--- config.mk ---
export PLATFORM = sky130hd
export DESIGN_NAME = obstacle_confirm_release_debounce_core
export DESIGN_NICKNAME = d
export VERILOG_FILES = /design/src/rtl/core/obcrd_pkg.sv /design/src/rtl/core/obcrd_cfg_regs.sv /design/src/rtl/core/obcrd_update.sv /design/src/rtl/core/obstacle_confirm_release_debounce_core.sv
export SDC_FILE = /design/constraint.sdc
export NUM_CORES = 1
export LEC_CHECK = 0
export BUFFER_PORTS_ARGS = -buffer_cell sky130_fd_sc_hd__buf_4
export CAP_MARGIN = 10
export CORE_AREA = 10 10 262 264
export CTS_CLUSTER_SIZE = 30
export DETAILED_ROUTE_END_ITERATION = 8
export DIE_AREA = 0 0 272 274
export PLACE_DENSITY = 0.41
export SETUP_SLACK_MARGIN = 0.4
export SYNTH_ARGS = -nofsm -noshare
export SYNTH_HDL_FRONTEND = slang
export SYNTH_SLANG_ARGS = --single-unit
--- constraint.sdc ---
create_clock -name aclk -period 17.45 [get_ports aclk]
set_input_delay 0.8725 -clock aclk [delete_from_list [all_inputs] [get_ports aclk]]
set_output_delay 0.8725 -clock aclk [all_outputs]
set_load 0.02 [all_outputs]
--- src/rtl/core/obcrd_pkg.sv ---
// Shared types and constants for the obstacle confirm/release debounce core.
`timescale 1ns / 1ps

package obcrd_pkg;

    // Field widths fixed by the interface definition.
    localparam int unsigned TIME_W = 32;
    localparam int unsigned DIST_W = 10;
    localparam int unsigned MS_W   = 16;

    // Packed beat widths on the two stream channels.
    localparam int unsigned IN_ITEM_W  = TIME_W + 1 + DIST_W + 1 + DIST_W;
    localparam int unsigned IN_TDATA_W = ((IN_ITEM_W + 7) / 8) * 8;
    localparam int unsigned RESULT_W   = 4;
    localparam int unsigned OUT_TDATA_W = ((RESULT_W + 7) / 8) * 8;

    // Configuration port widths.
    localparam int unsigned CFG_IDX_W  = 2;
    localparam int unsigned CFG_DATA_W = MS_W;

    // Register reset values.
    localparam logic [MS_W-1:0]   WARMUP_RST  = MS_W'(500);
    localparam logic [DIST_W-1:0] DIST_RST    = DIST_W'(20);
    localparam logic [MS_W-1:0]   CONFIRM_RST = MS_W'(100);
    localparam logic [MS_W-1:0]   RELEASE_RST = MS_W'(300);

    // Configuration register indexes.
    typedef enum logic [CFG_IDX_W-1:0] {
        CFG_WARMUP_MS   = 2'd0,
        CFG_OBST_DIST   = 2'd1,
        CFG_CONFIRM_MS  = 2'd2,
        CFG_RELEASE_MS  = 2'd3
    } cfg_idx_t;

    // Current configuration, handed from the register bank to the update logic.
    typedef struct packed {
        logic [MS_W-1:0]   warmup_ms;
        logic [DIST_W-1:0] obstacle_distance_cm;
        logic [MS_W-1:0]   confirm_ms;
        logic [MS_W-1:0]   release_ms;
    } cfg_t;

    // One input item, first field in the lowest bits.
    typedef struct packed {
        logic [DIST_W-1:0] right_distance_cm;
        logic              right_valid;
        logic [DIST_W-1:0] left_distance_cm;
        logic              left_valid;
        logic [TIME_W-1:0] now_ms;
    } in_item_t;

    // One result item, first field in the lowest bit.
    typedef struct packed {
        logic obstacle_latched;
        logic near_right;
        logic near_left;
        logic sensors_ready;
    } result_t;

endpackage

--- src/rtl/core/obcrd_cfg_regs.sv ---
// Configuration register bank for the obstacle debounce core.
`timescale 1ns / 1ps

module obcrd_cfg_regs
    import obcrd_pkg::*;
(
    input  logic                  aclk,
    input  logic                  aresetn,
    input  logic                  wr_en,
    input  logic [CFG_IDX_W-1:0]  wr_index,
    input  logic [CFG_DATA_W-1:0] wr_data,
    output cfg_t                  cfg
);

    cfg_t cfg_reg;
    cfg_t cfg_next;

    // Decode the register index and merge the written value.
    always_comb begin
        cfg_next = cfg_reg;
        if (wr_en) begin
            unique case (cfg_idx_t'(wr_index))
                CFG_WARMUP_MS:  cfg_next.warmup_ms            = wr_data;
                CFG_OBST_DIST:  cfg_next.obstacle_distance_cm = wr_data[DIST_W-1:0];
                CFG_CONFIRM_MS: cfg_next.confirm_ms           = wr_data;
                CFG_RELEASE_MS: cfg_next.release_ms           = wr_data;
                default:        cfg_next = cfg_reg;
            endcase
        end
    end

    // Register bank with its reset defaults.
    always_ff @(posedge aclk) begin
        if (!aresetn) begin
            cfg_reg.warmup_ms            <= WARMUP_RST;
            cfg_reg.obstacle_distance_cm <= DIST_RST;
            cfg_reg.confirm_ms           <= CONFIRM_RST;
            cfg_reg.release_ms           <= RELEASE_RST;
        end else begin
            cfg_reg <= cfg_next;
        end
    end

    assign cfg = cfg_reg;

endmodule

--- src/rtl/core/obcrd_update.sv ---
// Detection, warmup and confirm/release latch logic with its timing state.
`timescale 1ns / 1ps

module obcrd_update
    import obcrd_pkg::*;
(
    input  logic     aclk,
    input  logic     aresetn,
    input  logic     step,
    input  in_item_t item,
    input  cfg_t     cfg,
    output result_t  result
);

    logic [TIME_W-1:0] ready_stamp_reg, ready_stamp_next;
    logic [TIME_W-1:0] detect_start_reg, detect_start_next;
    logic [TIME_W-1:0] clear_start_reg, clear_start_next;
    logic              latch_reg, latch_next;

    logic [TIME_W-1:0] stamp_eff;
    logic [TIME_W-1:0] detect_eff;
    logic [TIME_W-1:0] clear_eff;
    logic [TIME_W-1:0] warm_age;
    logic [TIME_W-1:0] detect_age;
    logic [TIME_W-1:0] clear_age;
    logic              ready;
    logic              near_l;
    logic              near_r;
    logic              seen;
    logic              confirm_hit;
    logic              release_hit;

    // Warmup: the stamp is taken on the first beat with any valid reading.
    always_comb begin
        stamp_eff = ready_stamp_reg;
        if ((ready_stamp_reg == '0) && (item.left_valid || item.right_valid)) begin
            stamp_eff = item.now_ms;
        end
        warm_age = item.now_ms - stamp_eff;
        ready    = (stamp_eff != '0) && (warm_age > {{(TIME_W-MS_W){1'b0}}, cfg.warmup_ms});
    end

    // Instantaneous detection on each side.
    assign near_l = ready && item.left_valid
                    && (item.left_distance_cm < cfg.obstacle_distance_cm);
    assign near_r = ready && item.right_valid
                    && (item.right_distance_cm < cfg.obstacle_distance_cm);
    assign seen   = near_l || near_r;

    // Run start times, with a zero stamp replaced by the current time.
    assign detect_eff  = (detect_start_reg == '0) ? item.now_ms : detect_start_reg;
    assign clear_eff   = (clear_start_reg == '0) ? item.now_ms : clear_start_reg;
    assign detect_age  = item.now_ms - detect_eff;
    assign clear_age   = item.now_ms - clear_eff;
    assign confirm_hit = detect_age >= {{(TIME_W-MS_W){1'b0}}, cfg.confirm_ms};
    assign release_hit = clear_age >= {{(TIME_W-MS_W){1'b0}}, cfg.release_ms};

    // Confirm and release timing around the obstacle latch.
    always_comb begin
        ready_stamp_next  = stamp_eff;
        detect_start_next = detect_start_reg;
        clear_start_next  = clear_start_reg;
        latch_next        = latch_reg;
        if (!latch_reg) begin
            if (seen) begin
                detect_start_next = detect_eff;
                if (confirm_hit) begin
                    latch_next        = 1'b1;
                    clear_start_next  = '0;
                    detect_start_next = '0;
                end
            end else begin
                detect_start_next = '0;
            end
        end else begin
            if (seen) begin
                clear_start_next = '0;
            end else begin
                clear_start_next = clear_eff;
                if (release_hit) begin
                    latch_next       = 1'b0;
                    clear_start_next = '0;
                end
            end
        end
    end

    // Timing state moves only when an item is processed.
    always_ff @(posedge aclk) begin
        if (!aresetn) begin
            ready_stamp_reg  <= '0;
            detect_start_reg <= '0;
            clear_start_reg  <= '0;
            latch_reg        <= 1'b0;
        end else if (step) begin
            ready_stamp_reg  <= ready_stamp_next;
            detect_start_reg <= detect_start_next;
            clear_start_reg  <= clear_start_next;
            latch_reg        <= latch_next;
        end
    end

    assign result.sensors_ready    = ready;
    assign result.near_left        = near_l;
    assign result.near_right       = near_r;
    assign result.obstacle_latched = latch_next;

endmodule

--- src/rtl/core/obstacle_confirm_release_debounce_core.sv ---
// Top level of the obstacle confirm/release debounce core.
`timescale 1ns / 1ps

// The core takes one sensor update per beat and returns one result beat per
// update, in order. It accepts a new beat every cycle while results are
// taken; a result passes through the input register and the result register
// around the update logic. The timing state (ready stamp, detection and
// absence run starts, obstacle latch) is updated in the same cycle that the
// result is formed, so consecutive beats see each other's effects without
// gaps. The user must write configuration registers through the cfg port
// only while no beat is in flight; the core does not enforce this. The cfg
// port is always ready.
module obstacle_confirm_release_debounce_core
    import obcrd_pkg::*;
(
    input  logic                   aclk,
    input  logic                   aresetn,

    // Input stream.
    input  logic                   s_axis_tvalid,
    output logic                   s_axis_tready,
    // tdata, low bit up: now_ms[31:0], left_valid, left_distance_cm[9:0],
    // right_valid, right_distance_cm[9:0], zero fill.
    input  logic [IN_TDATA_W-1:0]  s_axis_tdata,

    // Result stream.
    output logic                   m_axis_tvalid,
    input  logic                   m_axis_tready,
    // tdata, low bit up: sensors_ready, near_left, near_right,
    // obstacle_latched, zero fill.
    output logic [OUT_TDATA_W-1:0] m_axis_tdata,

    // Configuration write channel.
    input  logic                   cfg_valid,
    output logic                   cfg_ready,
    input  logic [CFG_IDX_W-1:0]   cfg_index,
    input  logic [CFG_DATA_W-1:0]  cfg_data
);

    logic     in_valid_reg;
    in_item_t in_item_reg;
    logic     out_valid_reg;
    result_t  out_data_reg;
    logic     advance;
    cfg_t     cfg;
    result_t  result;

    // The input register moves on whenever the result register is free or drained.
    assign advance       = in_valid_reg && (!out_valid_reg || m_axis_tready);
    assign s_axis_tready = !in_valid_reg || advance;
    assign cfg_ready     = 1'b1;

    // Input register.
    always_ff @(posedge aclk) begin
        if (!aresetn) begin
            in_valid_reg <= 1'b0;
        end else if (s_axis_tready) begin
            in_valid_reg <= s_axis_tvalid;
        end
    end

    always_ff @(posedge aclk) begin
        if (s_axis_tready && s_axis_tvalid) begin
            in_item_reg <= in_item_t'(s_axis_tdata[IN_ITEM_W-1:0]);
        end
    end

    obcrd_cfg_regs u_cfg (
        .aclk     (aclk),
        .aresetn  (aresetn),
        .wr_en    (cfg_valid && cfg_ready),
        .wr_index (cfg_index),
        .wr_data  (cfg_data),
        .cfg      (cfg)
    );

    obcrd_update u_update (
        .aclk    (aclk),
        .aresetn (aresetn),
        .step    (advance),
        .item    (in_item_reg),
        .cfg     (cfg),
        .result  (result)
    );

    // Result register.
    always_ff @(posedge aclk) begin
        if (!aresetn) begin
            out_valid_reg <= 1'b0;
        end else if (advance) begin
            out_valid_reg <= 1'b1;
        end else if (m_axis_tready) begin
            out_valid_reg <= 1'b0;
        end
    end

    always_ff @(posedge aclk) begin
        if (advance) begin
            out_data_reg <= result;
        end
    end

    assign m_axis_tvalid = out_valid_reg;
    assign m_axis_tdata  = {{(OUT_TDATA_W-RESULT_W){1'b0}}, out_data_reg};

endmodule

== Word level (Yosys, flattened, before mapping) ==
Cells that the tools add are included.
Storage, ports and cells
  bits in registers: 215
  input bits: 79
  output and inout port bits: 11
Cells by class
  add/sub/neg operators: 3
  magnitude comparators: 5
  eq/ne operators: 3
  multiplexer cells: 17
  bitwise operators: 1
  reduce and logical (&&, ||, !) cells: 28
Operators by type and width (count)
  2-to-1 mux 32 bit: 10
  zero test 32 bit: 3
  subtractor 32 bit: 3
  greater-or-equal comparator 32 x 16 -> 1 bit: 2
  > comparator 32 x 16 -> 1 bit: 1
  nonzero test 32 bit: 1
  < comparator 10 bit: 2
  AND reduction 2 bit: 5
  logical AND 1 bit: 8
  2-to-1 mux 1 bit: 7
  nonzero test 2 bit: 3
  == test 2 bit (second input constant): 2
  logical OR 1 bit: 4
  AND reduction 3 bit: 1
  == test 2 x 1 -> 1 bit (second input constant): 1
  zero test 1 bit: 2
  zero test 2 bit: 1
  NOT 1 bit: 1

== Longest topological paths before layout ==
Gate-level depths: netlist of run 1.
  depth in word-level cells: 11
  depth in mapped cells: 30
  gate-level depth less buffers: 27

== By module ==
A second synthesis of run 1 with hierarchy kept.
Unflattened totals
  cell total of the unflattened synthesis: 1902
  area, all modules: 16024.1 um^2
Modules (own cells, without submodules)
  obcrd_update: times used 1, cells each 1612, area each 11883.9 um^2, sequential area each 1941.9 um^2
  obcrd_cfg_regs: times used 1, cells each 216, area each 2249.7 um^2, sequential area each 1161.1 um^2
  obstacle_confirm_release_debounce_core: times used 1, cells each 74, area each 1890.6 um^2, sequential area each 1781.7 um^2

== Worst setup path before layout of run 1 ==
No wires, ideal clock.
  path kind: register to register
  from: reg u_update.ready_stamp_reg[0]
  to: reg u_update.clear_start_reg[12]
  setup time: 57 ps
  data arrival time: 6404 ps
  data required time: 17393 ps
  path slack: 10988 ps
  stages on the path, launching flop included: 29
  buffers on the path: 3
  clock period less this slack: 6462 ps
  cell sequence: dfxtp_1 -> nor4_4 -> nand3_4 -> nor4_4 -> clkbuf_1 -> clkbuf_1 -> a21oi_1 -> ha_1 -> o21ai_0 -> a21oi_1 -> o41ai_1 -> a21oi_1 -> o21bai_1 -> nand2_1 -> a21o_1 -> a21oi_1 -> xnor2_1 -> ha_1 -> nand4_1 -> nor3_1 -> nand2_1 -> a2111oi_0 -> nand4_1 -> or4b_1 -> nor4_2 -> nor2_1 -> buf_2 -> nor4_1 -> a21o_1
On the way
  cells in the longest elaborated chain, start to end: 11
RTL lines
  start, declared: line obcrd_update.sv:15  | logic [TIME_W-1:0] ready_stamp_reg, ready_stamp_next;
  start signal, assigned: line obcrd_update.sv:96  | ready_stamp_reg <= ready_stamp_next;
  zero test 32 bit: line obcrd_update.sv:36  | if ((ready_stamp_reg == '0) && (item.left_valid || item.right_valid)) begin
  logical AND 1 bit: line obcrd_update.sv:36
  2-to-1 mux 32 bit *: line obcrd_update.sv:36
  subtractor 32 bit: line obcrd_update.sv:39  | warm_age = item.now_ms - stamp_eff;
  > comparator 32 x 16 -> 1 bit: line obcrd_update.sv:40  | ready = (stamp_eff != '0) && (warm_age > {{(TIME_W-MS_W){1'b0}}, cfg.warmup_ms});
  logical AND 1 bit *: line obcrd_update.sv:40
  logical AND 1 bit (on tied branches): line obcrd_update.sv:44, obcrd_update.sv:46
  logical AND 1 bit (on tied branches): line obcrd_update.sv:45, obcrd_update.sv:47
  logical OR 1 bit *: line obcrd_update.sv:48  | assign seen = near_l || near_r;
  nonzero test 2 bit (no source line) or 2-to-1 mux 32 bit (tied branches)
  AND reduction 3 bit (no source line) or 2-to-1 mux 32 bit (tied branches)
  end signal, assigned: line obcrd_update.sv:98  | clear_start_reg <= clear_start_next;
  end, declared: line obcrd_update.sv:17  | logic [TIME_W-1:0] clear_start_reg, clear_start_next;
Every way passes the cells marked *; elsewhere a longest branch is shown, timed or not.
A chain may end at the register's enable or synchronous reset.

== Worst setup path in the final report of run 1 ==
  from: reg u_update.ready_stamp_reg[22]
  to: reg u_update.detect_start_reg[8]
On the way
  cells in the longest elaborated chain, start to end: 10
RTL lines
  zero test 32 bit: line obcrd_update.sv:36
  logical AND 1 bit: line obcrd_update.sv:36
  2-to-1 mux 32 bit *: line obcrd_update.sv:36
  subtractor 32 bit: line obcrd_update.sv:39
  > comparator 32 x 16 -> 1 bit: line obcrd_update.sv:40
  logical AND 1 bit *: line obcrd_update.sv:40
  logical AND 1 bit (on tied branches): line obcrd_update.sv:44, obcrd_update.sv:46
  logical AND 1 bit (on tied branches): line obcrd_update.sv:45, obcrd_update.sv:47
  logical OR 1 bit *: line obcrd_update.sv:48
  2-to-1 mux 32 bit *: line obcrd_update.sv:65  | if (seen) begin
  end signal, assigned: line obcrd_update.sv:97  | detect_start_reg <= detect_start_next;
  end, declared: line obcrd_update.sv:16  | logic [TIME_W-1:0] detect_start_reg, detect_start_next;
Marked as above.

==> results.md, run 1 <==
* Run status: finished clean
* Post-synth design cell area at 15700 sq um
* First-pass GRT wire length at 86100 um
* Yosys warns at 0
* Row count at 93
* Least-Margin Pin Slew at 1.14 ns
* Async set-or-reset flop fraction in the synthesized netlist at 0%
* Number of antenna violations at the first check in global routing at 0
* Sequential share of the synthesized area at 31.2%
* Largest delay share family, worst path: simple AND/OR/NAND/NOR gates
* Class of the most critical setup path: flop to flop
* Post-CTS resize count at 0
* Slack of the worst reg-to-reg path at 8.36 ns
* Number of slew-limit violations in the final report at 0
* Per-instance average area after synthesis at 8.18 sq um
* Post-synth top area share at 20.1%
* Required time at the worst-slack endpoint at 17.84 ns
* End of the worst register-to-register path: u_update.detect_start_reg[8]
* Master cell of the clock root buffer: sky130_fd_sc_hd__clkbuf_16
* Cell repeated most along the worst path: sky130_fd_sc_hd__a21oi_1
* Minimum setup slack after placement at 8.33 ns
* P&R area growth vs syn at 15.6%
* Routed WL at 56400 um
* Slew HR at 23.7%
* Average detailed-routed wire length per instance at 19.9 um
* Initial DRC Count at 1030
* Residual DRC count at 0
* Clk buf depth at 3
* Number of logic stages on the critical path including buffering at 28
* Area inside the core boundary at 63600 sq um
* CP max stage delay at 0.96 ns
* DPL Wire Length at 42900 um
* Number of antenna diodes at 0
* Critical path origin: u_update.ready_stamp_reg[22]
* Overall global routing resource usage at 14.7%
* Worst hold-check path type: flop to flop
* Vias post-DR at 14.5k
* Width of the die at 272 um
* IO Pins at 90
* Crit path max fanout at 45
* Worst Path Buf+Inv at 3
* Number of hold-slack violations in the final timing report at 0
* Maximum number of pins on one net before global-route repair at 88
* Via density per instance at 5.12
* Antenna Nets Post-Route at 0
* Flip-flop cell with the highest count after synthesis: sky130_fd_sc_hd__dfxtp_1
* Share of layout cells above drive strength 1 at 8.83%
* Hold Crit Depth at 2
* Number of nets in the finished design at 2200
* # clock sinks at 215
* Final Cycle Share at 52.1%
* Height of the die at 274 um
* Kind of launch point of the worst setup path: flop
* I/O Buffers at 82
* Synthesized instance count at 1913
* Number of distinct standard cells referenced by the synthesized netlist at 86
* Starting density of the core at 24.6%
* Flop and latch count out of synthesis at 215
* Post-CTS Hold Fix Bufs at 0
* Core Util, Final at 28.4%
* Worst setup skew after layout at 0.0170 ns
* EDFF count, synth at 58
* Via count of the first global-routing pass at 14.4k
* F_max at 110 MHz
* Die footprint at 74500 sq um
* Min Tclk post-route at 9.09 ns
* CP endpoint: u_update.detect_start_reg[8]
* Number of flip-flops under the largest register name at 58
* Clk Latency, worst-skew pair at 0.56 ns
* Critical path's slowest cell: sky130_fd_sc_hd__nor4_2
* Setup Buffers After CTS at 0
* Data arrival time at the worst-slack endpoint at 9.48 ns
* Biggest area consumer among synthesized cells: sky130_fd_sc_hd__dfxtp_1
* Final number of setup-violating endpoints at 0
* Clk slew on worst S/H paths at 0.06 ns
* Worst reg-to-reg path cell count at 28
* Total of max-cap violations at 0
* Beginning of the worst register-to-register path: u_update.ready_stamp_reg[22]
* H-tree depth at 1
* Most used standard cells in the synthesized netlist: sky130_fd_sc_hd__a21oi_1, sky130_fd_sc_hd__nand2_1, sky130_fd_sc_hd__dfxtp_1
* Last weighted congestion value of the routability-driven placer at 0.880
* Setup repair after global routing missed its margin: no
* Type of destination of the critical path: flop
* Instance area after placement at 17100 sq um
* GRT overflow at 0
* Fin worst setup slack at 8.36 ns
* Total negative slack at 0 ns
* Cells taking the most area after synthesis: sky130_fd_sc_hd__dfxtp_1, sky130_fd_sc_hd__ha_1, sky130_fd_sc_hd__edfxtp_1
* TritonCTS clock tree: yes
* Final design instance area without fill at 18100 sq um
* Clock buffers created by TritonCTS at 27
* Most repeated cell in the gate-level netlist after synthesis: sky130_fd_sc_hd__a21oi_1
* Detailed-router iteration count before antenna repair at 5
-- worst min path at each step --
stage / from / to / slack, ns
floorplan: u_cfg.cfg[10] / u_cfg.cfg[10] / 0.44
global placement: u_cfg.cfg[57] / u_cfg.cfg[57] / 0.45
detailed placement: u_cfg.cfg[57] / u_cfg.cfg[57] / 0.45
CTS: s_axis_tdata[9] / in_item_reg[9] / 0.44
global route: s_axis_tdata[26] / in_item_reg[26] / 0.46
finish: u_cfg.cfg[26] / u_cfg.cfg[26] / 0.46
-- metrics by stage --
stage / cells / hold WS (ns)
6_report: 2838 / 0.455
5_1_grt: 2838 / 0.456
4_1_cts: 2836 / 0.439
3_5_place_dp: 2786 / 0.449
3_3_place_gp: 2786 / 0.446
2_1_floorplan: 1916 / 0.436
-- worst min-delay path: cells and delay by family (launching register included) --
family          cells  cell delay, ns
flops               1            0.31
simple gates        1            0.05
compound gates      1            0.05
-- per-layer routing --
| layer | wire length, um | GRT usage (%) | part of all wire, % | vias up |
|---|---|---|---|---|
| met5 | 0 | 0 | 0 | - |
| met3 | 2210 | 1.64 | 3.9 | 74 |
| met2 | 26900 | 25.3 | 48 | 309 |
| met4 | 1670 | 4.78 | 3.0 | 0 |
| li1 | - | - | - | 7230 |
| met1 | 25600 | 19.0 | 45 | 6930 |
-- cells by family (layout without fill, tap and decap cells) --
kind of cell,count (synthesis),in the layout,synth area share [%]
adder cells (fa/ha/maj),160,160,12.9
AO/OA/AOI/OAI,631,631,26.2
buffers and inverters,181,248,4.64
multiplexers,20,20,1.30
other,2,5,0.0480
flip-flops,215,215,31.2
AND/OR/NAND/NOR,647,647,20.5
XOR/XNOR,57,57,3.19
-- area by class of cell --
cell class,instances,area [sq um]
Clock buffer,31,691
Clock inverter,19,234
Inverter,96,362
Multi-Input combinational cell,1520,10100
Timing Repair Buffer,102,786
Sequential cell,215,4880
Tap cell,855,1070
Fill cell,6861,45600
-- layout by cell type, fill, tap and decap left out, types with 6 or more instances in the layout --
| cell | n |
|---|---|
| sky130_fd_sc_hd__a2111oi_0 | 9 |
| sky130_fd_sc_hd__a211o_1 | 6 |
| sky130_fd_sc_hd__a211oi_1 | 21 |
| sky130_fd_sc_hd__a21o_1 | 90 |
| sky130_fd_sc_hd__a21oi_1 | 231 |
| sky130_fd_sc_hd__a31oi_1 | 40 |
| sky130_fd_sc_hd__and2_1 | 12 |
| sky130_fd_sc_hd__and3_1 | 21 |
| sky130_fd_sc_hd__buf_4 | 101 |
| sky130_fd_sc_hd__clkbuf_16 | 27 |
| sky130_fd_sc_hd__dfxtp_1 | 157 |
| sky130_fd_sc_hd__edfxtp_1 | 58 |
| sky130_fd_sc_hd__ha_1 | 156 |
| sky130_fd_sc_hd__inv_1 | 94 |
| sky130_fd_sc_hd__mux2i_1 | 18 |
| sky130_fd_sc_hd__nand2_1 | 208 |
| sky130_fd_sc_hd__nand2b_1 | 31 |
| sky130_fd_sc_hd__nand3_1 | 36 |
| sky130_fd_sc_hd__nand3b_1 | 8 |
| sky130_fd_sc_hd__nand4_1 | 27 |
| sky130_fd_sc_hd__nor2_1 | 147 |
| sky130_fd_sc_hd__nor2b_1 | 19 |
| sky130_fd_sc_hd__nor3_1 | 29 |
| sky130_fd_sc_hd__nor4_1 | 68 |
| sky130_fd_sc_hd__o2111ai_1 | 8 |
| sky130_fd_sc_hd__o211ai_1 | 27 |
| sky130_fd_sc_hd__o21a_1 | 31 |
| sky130_fd_sc_hd__o21ai_0 | 47 |
| sky130_fd_sc_hd__o21ai_1 | 7 |
| sky130_fd_sc_hd__o21bai_1 | 13 |
| sky130_fd_sc_hd__o31ai_1 | 38 |
| sky130_fd_sc_hd__xnor2_1 | 34 |
| sky130_fd_sc_hd__xor2_1 | 23 |
Power of run 1 is not shown: default switching activity piles up to over one toggle a cycle in this logic, so the estimate is an artifact.
==> run 2: changes to the inputs <==
clock period = 8.7 ns   (was 17.45 ns; I/O delays follow)
==> run 2 against run 1 <==
  * Non-clock buffer count increased by 6
  * Die area unchanged
  * Sequential share of layout area is 0.10 points lower
  * Highest routed layer unchanged
==> results.md, run 2 (synthesis gave the netlist of run 1 again) <==
* Fill cell instance count of the final layout at 6837
* Least-Margin Pin Slew at 1.23 ns
* Run status: finished clean
* Kind of launch point of the worst setup path: flop
* Starting density of the core at 24.6%
* Number of flip-flops under the largest register name at 58
* Clk buf depth at 3
* Share of layout cells above drive strength 1 at 8.91%
* # clock sinks at 215
* Required time at the worst-slack endpoint at 9.19 ns
* Worst setup skew after layout at 0.0215 ns
* Final number of setup-violating endpoints at 0
* Data arrival time at the worst-slack endpoint at 8.22 ns
* I/O Buffers at 82
* Min Tclk post-route at 7.73 ns
* DPL Wire Length at 43200 um
* Number of antenna diodes at 0
* Row count at 93
* Slew HR at 17.6%
* Number of antenna violations at the first check in global routing at 0
* GRT overflow at 0
* Area inside the core boundary at 63600 sq um
* Via count of the first global-routing pass at 14.4k
* First-pass GRT wire length at 86900 um
* Number of hold-slack violations in the final timing report at 0
* Type of destination of the critical path: flop
* Via density per instance at 5.18
* Setup repair after global routing missed its margin: no
* Detailed-router iteration count before antenna repair at 5
* Average detailed-routed wire length per instance at 20.2 um
* Clk slew on worst S/H paths at 0.06 ns
* Final Cycle Share at 88.9%
* Cell repeated most along the worst path: sky130_fd_sc_hd__a21oi_1
* P&R area growth vs syn at 16.0%
* Last weighted congestion value of the routability-driven placer at 0.852
* Routed WL at 57300 um
* Number of slew-limit violations in the final report at 0
* Highest-count cells in the layout ignoring fill and taps: sky130_fd_sc_hd__a21oi_1, sky130_fd_sc_hd__nand2_1, sky130_fd_sc_hd__dfxtp_1, sky130_fd_sc_hd__ha_1, sky130_fd_sc_hd__nor2_1
* Total of max-cap violations at 0
* Number of nets in the finished design at 2205
* Critical path's slowest cell: sky130_fd_sc_hd__nor4_2
* Total negative slack at 0 ns
* F_max at 129 MHz
* TritonCTS clock tree: yes
* Crit path max fanout at 29
* CP max stage delay at 0.54 ns
* H-tree depth at 1
* Most common library cell in the layout ignoring fill and taps: sky130_fd_sc_hd__a21oi_1
* Clk Latency, worst-skew pair at 0.56 ns
* IO Pins at 90
* Maximum number of pins on one net before global-route repair at 92
* Worst hold-check path type: primary input to flop
* Class of the most critical setup path: flop to flop
* Overall global routing resource usage at 14.8%
* Initial DRC Count at 1051
* Residual DRC count at 0
* Antenna Nets Post-Route at 0
* Width of the die at 272 um
* Master cell of the clock root buffer: sky130_fd_sc_hd__clkbuf_16
* Clock buffers created by TritonCTS at 26
* Vias post-DR at 14.7k
* Post-CTS Hold Fix Bufs at 0
* Height of the die at 274 um
* Die footprint at 74500 sq um
* Worst hold margin at 0.0474 ns
## run 2: cell count changes in the layout (fill, tap and decap cells not counted), sizes merged
cell	delta
clkinvlp	-2
clkinv	-1
clkbuf	+2
inv	-1
buf	+6
## run 2: per-layer routing
layer / global-route usage [%] / routed length [um] / part of all wire, %
met5: 0 / 0 / 0
met4: 5.16 / 1960 / 3.4
met3: 1.41 / 2150 / 3.8
met2: 25.7 / 27700 / 48
met1: 18.8 / 25500 / 45
## run 2: layout make-up
cell class / count / area, sq um / area share [%]
multi-input combinational: 1520 / 10100 / 55.5
sequential: 215 / 4880 / 26.9
tap: 855 / 1070 / 5.89
timing repair buffer: 108 / 881 / 4.85
clock buffer: 33 / 687 / 3.78
inverter: 96 / 362 / 1.99
clock inverter: 15 / 204 / 1.12
## run 2: what timing repair did
item	4_1_cts	5_1_grt
endpoints found under the hold margin	0	0
buffers inserted	0	3
endpoints found under the setup margin	0	67
resized for setup	0	2
## run 2: path summary, 6_finish.rpt
path | startpoint | endpoint | slack, ns | cells after the start
max | u_update.ready_stamp_reg[16] | u_update.clear_start_reg[25] | 0.97 | 30
min | s_axis_tdata[13] | in_item_reg[13] | 0.05 | 1
max reg2reg | u_update.ready_stamp_reg[16] | u_update.clear_start_reg[25] | 0.97 | 30
min reg2reg | u_cfg.cfg[45] | u_cfg.cfg[45] | 0.46 | 2
## run 2: worst max-delay path: cells and delay by family, from the launching register on
family                     cells  cell delay [ns]
and+or+nand+nor                9             2.84
AOI/OAI and AO/OA             14             2.84
buffers and inverters          5             0.97
adders and majority gates      2             0.65
DFF                            1             0.33
## run 2: stage by stage
step | util (%) | area, sq um | setup WS (ns) | cells
6_report | 28.5 | 18200 | 0.970 | 2842
5_1_grt | 28.5 | 18200 | 0.448 | 2842
4_1_cts | 28.4 | 18100 | 0.721 | 2838
3_5_place_dp | 27.0 | 17200 | 0.740 | 2790
3_3_place_gp | 27.0 | 17200 | 0.877 | 2790
2_1_floorplan | - | 15700 | 2.24 | 1916
Power of run 2 is left out for the same reason.
